**src/sv/baca_pkg.sv**
```systemverilog
`default_nettype none

package baca_pkg;

    // field widths
    localparam int RAW_W    = 24;
    localparam int COEF_W   = 16;
    localparam int TEMP_W   = 19;
    localparam int PRESS_W  = 18;
    localparam int HEIGHT_W = 24;

    // internal widths
    localparam int DT_W   = 25;  // d2 - c5*2^8
    localparam int PROD_W = 42;  // dt times a coefficient
    localparam int ACC_W  = 40;  // offset and sensitivity
    localparam int CORR_W = 39;  // cold corrections
    localparam int SQ_W   = 35;  // squared temperature distances
    localparam int NINE_W = 21;  // 9 * |d|
    localparam int MAG_W  = 23;  // |height|

    // apb register map
    localparam int ADDR_W = 5;
    localparam int DATA_W = 32;

    localparam logic [2:0] REG_C1 = 3'd0;
    localparam logic [2:0] REG_C2 = 3'd1;
    localparam logic [2:0] REG_C3 = 3'd2;
    localparam logic [2:0] REG_C4 = 3'd3;
    localparam logic [2:0] REG_C5 = 3'd4;
    localparam logic [2:0] REG_C6 = 3'd5;

    // compensation constants
    localparam logic signed [TEMP_W-1:0] TEMP_BASE  = 19'sd2000;
    localparam logic signed [TEMP_W-1:0] COLD_SHIFT = 19'sd3500;   // (temp + 1500) - (temp - 2000)
    localparam logic [PRESS_W-1:0]       PRESS_MAX  = 18'd262143;
    localparam logic [PRESS_W-1:0]       PRESS_SEA  = 18'd101000;

    // floor(x / 5^11) for x < 2^48 via reciprocal 2^48 / 5^11 and one correction
    localparam logic [22:0] RECIP = 23'd5764607;
    localparam logic [25:0] DIV5  = 26'd48828125;

    typedef struct packed {
        logic [COEF_W-1:0] sens_base_c1;
        logic [COEF_W-1:0] offset_base_c2;
        logic [COEF_W-1:0] sens_tempco_c3;
        logic [COEF_W-1:0] offset_tempco_c4;
        logic [COEF_W-1:0] ref_temp_c5;
        logic [COEF_W-1:0] temp_slope_c6;
    } baca_coef_t;

endpackage

`default_nettype wire

```
**src/sv/baca_press.sv**
```systemverilog
`default_nettype none

module baca_press (
    input  logic                                aclk,
    input  logic                                aresetn,
    input  logic                                in_valid,
    output logic                                in_ready,
    input  logic [baca_pkg::RAW_W-1:0]          in_d1,
    input  logic signed [baca_pkg::ACC_W-1:0]   in_off,
    input  logic signed [baca_pkg::ACC_W-1:0]   in_sens,
    input  logic signed [baca_pkg::TEMP_W-1:0]  in_temp,
    output logic                                out_valid,
    input  logic                                out_ready,
    output logic [baca_pkg::PRESS_W-1:0]        out_press,
    output logic signed [baca_pkg::TEMP_W-1:0]  out_temp
);
    import baca_pkg::*;

    localparam int STAGES = 4;

    logic [STAGES-1:0] vld_reg, vld_next, en;

    logic signed [TEMP_W-1:0] temp_reg [STAGES];

    logic [43:0]             p1_lo_reg;
    logic signed [44:0]      p1_hi_reg;
    logic signed [ACC_W-1:0] p1_off_reg, p2_off_reg;
    logic [63:0]             p2_prod_reg;
    logic [43:0]             p3_diff_reg;
    logic [PRESS_W-1:0]      p4_press_reg;

    logic [PRESS_W-1:0] press_sat;

    always_comb begin
        en[STAGES-1] = !vld_reg[STAGES-1] || out_ready;
        for (int k = STAGES - 2; k >= 0; k--) begin
            en[k] = !vld_reg[k] || en[k+1];
        end
    end

    always_comb begin
        vld_next[0] = en[0] ? in_valid : vld_reg[0];
        for (int k = 1; k < STAGES; k++) begin
            vld_next[k] = en[k] ? vld_reg[k-1] : vld_reg[k];
        end
    end

    always_ff @(posedge aclk) begin
        if (!aresetn) begin
            vld_reg <= '0;
        end else begin
            vld_reg <= vld_next;
        end
    end

    assign in_ready  = en[0];
    assign out_valid = vld_reg[STAGES-1];

    always_ff @(posedge aclk) begin
        if (en[0]) begin
            temp_reg[0] <= in_temp;
        end
        for (int k = 1; k < STAGES; k++) begin
            if (en[k]) begin
                temp_reg[k] <= temp_reg[k-1];
            end
        end
    end

    // floor of the 29-bit pressure, clamped to the output range
    always_comb begin
        if (p3_diff_reg[43]) begin
            press_sat = '0;
        end else if (|p3_diff_reg[42:33]) begin
            press_sat = PRESS_MAX;
        end else begin
            press_sat = p3_diff_reg[32:15];
        end
    end

    always_ff @(posedge aclk) begin
        if (en[0]) begin
            p1_lo_reg  <= in_d1 * in_sens[19:0];
            p1_hi_reg  <= $signed({1'b0, in_d1}) * $signed(in_sens[ACC_W-1:20]);
            p1_off_reg <= in_off;
        end
        if (en[1]) begin
            p2_prod_reg <= {p1_hi_reg[43:0], 20'h00000} + {20'h00000, p1_lo_reg};
            p2_off_reg  <= p1_off_reg;
        end
        if (en[2]) begin
            p3_diff_reg <= {p2_prod_reg[63], p2_prod_reg[63:21]}
                         - {{4{p2_off_reg[ACC_W-1]}}, p2_off_reg};
        end
        if (en[3]) begin
            p4_press_reg <= press_sat;
        end
    end

    assign out_press = p4_press_reg;
    assign out_temp  = temp_reg[STAGES-1];

endmodule

`default_nettype wire

```
**config.mk**
```make
export PLATFORM = sky130hd
export DESIGN_NAME = baca_press
export DESIGN_NICKNAME = d
export VERILOG_FILES = /design/src/sv/baca_pkg.sv /design/src/sv/baca_press.sv
export SDC_FILE = /design/constraint.sdc
export NUM_CORES = 2
export LEC_CHECK = 0
export BUFFER_PORTS_ARGS = -buffer_cell sky130_fd_sc_hd__buf_2
export CAP_MARGIN = 40
export CORE_MARGIN = 2
export CORE_UTILIZATION = 30
export CTS_BUF_LIST = sky130_fd_sc_hd__clkbuf_4 sky130_fd_sc_hd__clkbuf_8
export CTS_CLUSTER_SIZE = 40
export DETAILED_ROUTE_END_ITERATION = 16
export GPL_TIMING_DRIVEN = 0
export PLACE_DENSITY = 0.43
export SYNTH_ARGS = -nofsm -noshare
export SYNTH_HDL_FRONTEND = slang
export SYNTH_SLANG_ARGS = --single-unit
```
**constraint.sdc**
```tcl
create_clock -name aclk -period 8.9 [get_ports aclk]
set_input_delay 1.78 -clock aclk [delete_from_list [all_inputs] [get_ports aclk]]
set_output_delay 1.78 -clock aclk [all_outputs]
set_load 0.02 [all_outputs]
```
==> metrics.log <==
INFO  metric status = complete, no violations
INFO  metric worst_min_path_start = temp_reg[0][17]
INFO  metric finalCritPeriodShare = 98.32%
INFO  metric rows = 140
INFO  metric vias_per_cell = 4.649
INFO  metric ctsRootBufferMaster = sky130_fd_sc_hd__clkbuf_8
INFO  metric routedWlPerCell = 21.90 µm
INFO  metric synth_enable_flop_cells = around 310
INFO  metric final_max_slew_viol_count = 0
INFO  metric nets = 5,958
INFO  metric die_area = 150,300 µm²
INFO  metric mappedNetlistNets = 5,689
INFO  metric finalCriticalPeriod = 8.750 ns
INFO  metric setup_viol = 0
INFO  metric cts_num_sinks = 318
INFO  metric fmax = 114.3 MHz
INFO  metric async_reset_ff_share = 0%
INFO  metric hold_path_class = flop to flop
INFO  metric mostFrequentLayoutCells = 921 x sky130_fd_sc_hd__inv_1, 785 x sky130_fd_sc_hd__fa_1, 554 x sky130_fd_sc_hd__nand2_1, 460 x sky130_fd_sc_hd__and2_1, 392 x sky130_fd_sc_hd__ha_1
INFO  metric synth_sequential_area_ratio = 21.53%
INFO  metric max-slew-margin-rel = 35.99%
INFO  metric coreArea = 145,900 µm²
INFO  metric floorplan.die.height = 387.7 µm
INFO  metric yosysWarnings = 0
INFO  metric finish.cell_count_without_fillers = 6,619
INFO  metric setup.worst_path.start = in_d1[8]
INFO  metric fin_skew = around 0.017 ns
INFO  metric tritoncts = built
INFO  metric worst_r2r_path_depth = 11
INFO  metric post_synth_instance_area = 44,170 µm²
INFO  metric grt_setup_unrepaired = yes
INFO  metric synth.lib_cells_used.distinct = 68
INFO  metric initial_utilization = 30.27%
INFO  metric antenna_found_initial = 28
INFO  metric r2r_slack = 5.19 ns
INFO  metric crit_path_max_fanout = 10
INFO  metric syn-instance-count = 4,385
INFO  metric worst_ep_arrival_time = roughly 9 ns
INFO  metric synth.ff_latch_count = 318
INFO  metric worst-slew-pin-transition = 0.9602 ns
INFO  metric cp-endpoint = p1_hi_reg[40]
INFO  metric max_cap_viol = 0
INFO  metric crit_path_start_kind = input port
INFO  metric placement.io_buffers = 143
INFO  metric gr-total-overflow = 0
INFO  metric grt_first_pass_wirelength = 217.4 mm
INFO  metric syn_area_per_cell = 10.07 µm²
INFO  metric numCtsBuffers = 51
INFO  metric timing.setup.tns = 0 ns
INFO  metric synth-main-ff-cell = sky130_fd_sc_hd__edfxtp_1
INFO  metric filler_cell_count = roughly 15,000
INFO  metric dr_total_vias = 30,780
INFO  metric areaGrowthSynthToFinish = 12.08%
INFO  metric post_route_drc_violation_count = 0
INFO  metric cts_htree_levels = 2
INFO  metric finalHoldViolations = 0
INFO  metric first_global_vias = 33,140
INFO  metric most_common_cell_after_layout_fill_and_taps_aside = sky130_fd_sc_hd__inv_1
INFO  metric worstReg2RegEnd = p3_diff_reg[38]
INFO  metric cp_data_required_time = 9.31 ns
INFO  metric r2r_start = p2_off_reg[5]
INFO  metric grt_max_degree = 62
INFO  metric setup.worst_path.end_class = flop
INFO  metric timing_worst_setup_path_type = input port to flop
INFO  metric fp.dieW = 387.7 µm
INFO  metric total_placed_cells_including_tap_cells = around 6,500
INFO  metric worst_setup_hold_path_clk_slew = 0.06 ns
INFO  metric largest_reg_flops = 76
INFO  metric clk_path_buf_depth = 3
INFO  metric drtPass1Iterations = 5
INFO  metric drive_gt1_share = 8.117%
INFO  metric dpl.hpwl = 125.2 mm
INFO  metric grt_usage = 19.65%
INFO  metric clk-insertion-delay-late = 0.63 ns
INFO  metric drt_iter0_drc = between 1,500 and 2,000
INFO  metric boundary_pins = 166
INFO  metric route.final.wire_length = 145.0 mm
INFO  metric cts_post_setup_buffers_inserted = 0
INFO  metric antenna_left = 0
INFO  metric gp_routability_congestion = 0.9193
-- synthesized netlist by cell type (all sizes together) (9+ instances only) --
cell	count	area share, %
nor3	21	0.24
fa	785	36
nor2	102	0.87
and3	18	0.25
a21o	58	0.99
o21ai	64	0.75
o31ai	9	0.16
inv	923	7.8
edfxtp	314	21
xnor2	89	1.8
clkbuf	184	1.6
nand4	20	0.28
nand3	28	0.32
a31oi	11	0.17
nand2b	31	0.44
o21bai	14	0.24
ha	392	11
o21a	12	0.20
a21oi	136	1.6
nor2b	16	0.23
xor2	46	0.91
nand2	556	4.7
and2	460	6.5
-- metrics by stage --
stage                     setup slack (ns)  hold slack (ns)  util, %  instance area (µm²)
after floorplan                     0.7923           0.4003        -                44170
after global placement              -1.858           0.4003    32.41                47290
after detailed placement            -1.350           0.4045    33.11                48310
after CTS                          0.01768           0.4135    33.86                49400
after global routing              -0.01736           0.4142    33.92                49500
final                               0.1499           0.4098    33.93                49510
-- final cells by class --
cell class,instances,area [µm²],share of cell area [%]
multi-input cells,2955,30550,61.70
well taps,1917,2399,4.844
plain buffers,187,765.7,1.547
clock buffers,67,822.0,1.660
clock inverters,26,254.0,0.5130
flip-flops and latches,318,9509,19.21
inverters,923,3467,7.003
diodes,8,20.02,0.04043
repair buffers,218,1724,3.482
-- cells by family (layout without fill, tap and decap cells) --
family / count (synthesis) / in the layout / synth area share, %
AND/OR/NAND/NOR: 1278 / 1278 / 14.31
adder cells (fa/ha/maj): 1177 / 1177 / 46.68
buffers and inverters: 1112 / 1421 / 9.460
AO/OA/AOI/OAI: 364 / 364 / 5.331
flip-flops: 318 / 318 / 21.53
XOR/XNOR: 135 / 135 / 2.677
multiplexers: 1 / 1 / 0.02266
other: 0 / 8 / 0
-- critical path, cell delays in order --
cell                       delay, ns
sky130_fd_sc_hd__clkbuf_1       0.69
sky130_fd_sc_hd__nand2_1        0.18
sky130_fd_sc_hd__fa_1           0.53
sky130_fd_sc_hd__fa_1           0.49
sky130_fd_sc_hd__fa_1           0.52
sky130_fd_sc_hd__fa_1           0.56
sky130_fd_sc_hd__inv_1          0.06
sky130_fd_sc_hd__fa_1           0.45
sky130_fd_sc_hd__fa_1           0.49
sky130_fd_sc_hd__inv_1          0.05
sky130_fd_sc_hd__fa_1           0.47
sky130_fd_sc_hd__inv_1          0.04
sky130_fd_sc_hd__ha_1           0.25
sky130_fd_sc_hd__buf_2          0.17
sky130_fd_sc_hd__nand4_1        0.16
sky130_fd_sc_hd__nor3_1         0.17
sky130_fd_sc_hd__a22oi_1        0.12
sky130_fd_sc_hd__o21ai_2        0.16
sky130_fd_sc_hd__o31ai_2        0.15
sky130_fd_sc_hd__buf_2          0.19
sky130_fd_sc_hd__or2_2          0.35
sky130_fd_sc_hd__o311a_1        0.40
sky130_fd_sc_hd__o31ai_1        0.26
sky130_fd_sc_hd__a21oi_1        0.14
sky130_fd_sc_hd__xnor2_2        0.30
-- how the worst min path moves through the flow --
stage | end | slack, ns | cells after the start
6_report | temp_reg[1][17] | 0.41 | 0
5_1_grt | temp_reg[1][14] | 0.41 | 0
4_1_cts | temp_reg[1][14] | 0.41 | 0
3_5_place_dp | p2_off_reg[2] | 0.40 | 0
3_3_place_gp | temp_reg[1][13] | 0.40 | 0
2_1_floorplan | p2_off_reg[0] | 0.40 | 0
-- layer usage --
metal	vias to the layer above	share of wire, %	global-route usage (%)
li1	14020	-	-
met2	815	47	32.91
met1	15780	45	27.02
met4	2	2.4	4.723
met3	155	5.3	2.342
met5	-	0.014	0
-- what timing repair did --
action,4_1_cts,5_1_grt
endpoints found under the hold margin,0,0
hold buffers,0,0
resized for setup,17,73
endpoints found under the setup margin,20,23
Power is left out: the tool's default activity adds up to more than one toggle a clock period on the data nets, which glitch-free logic cannot reach.
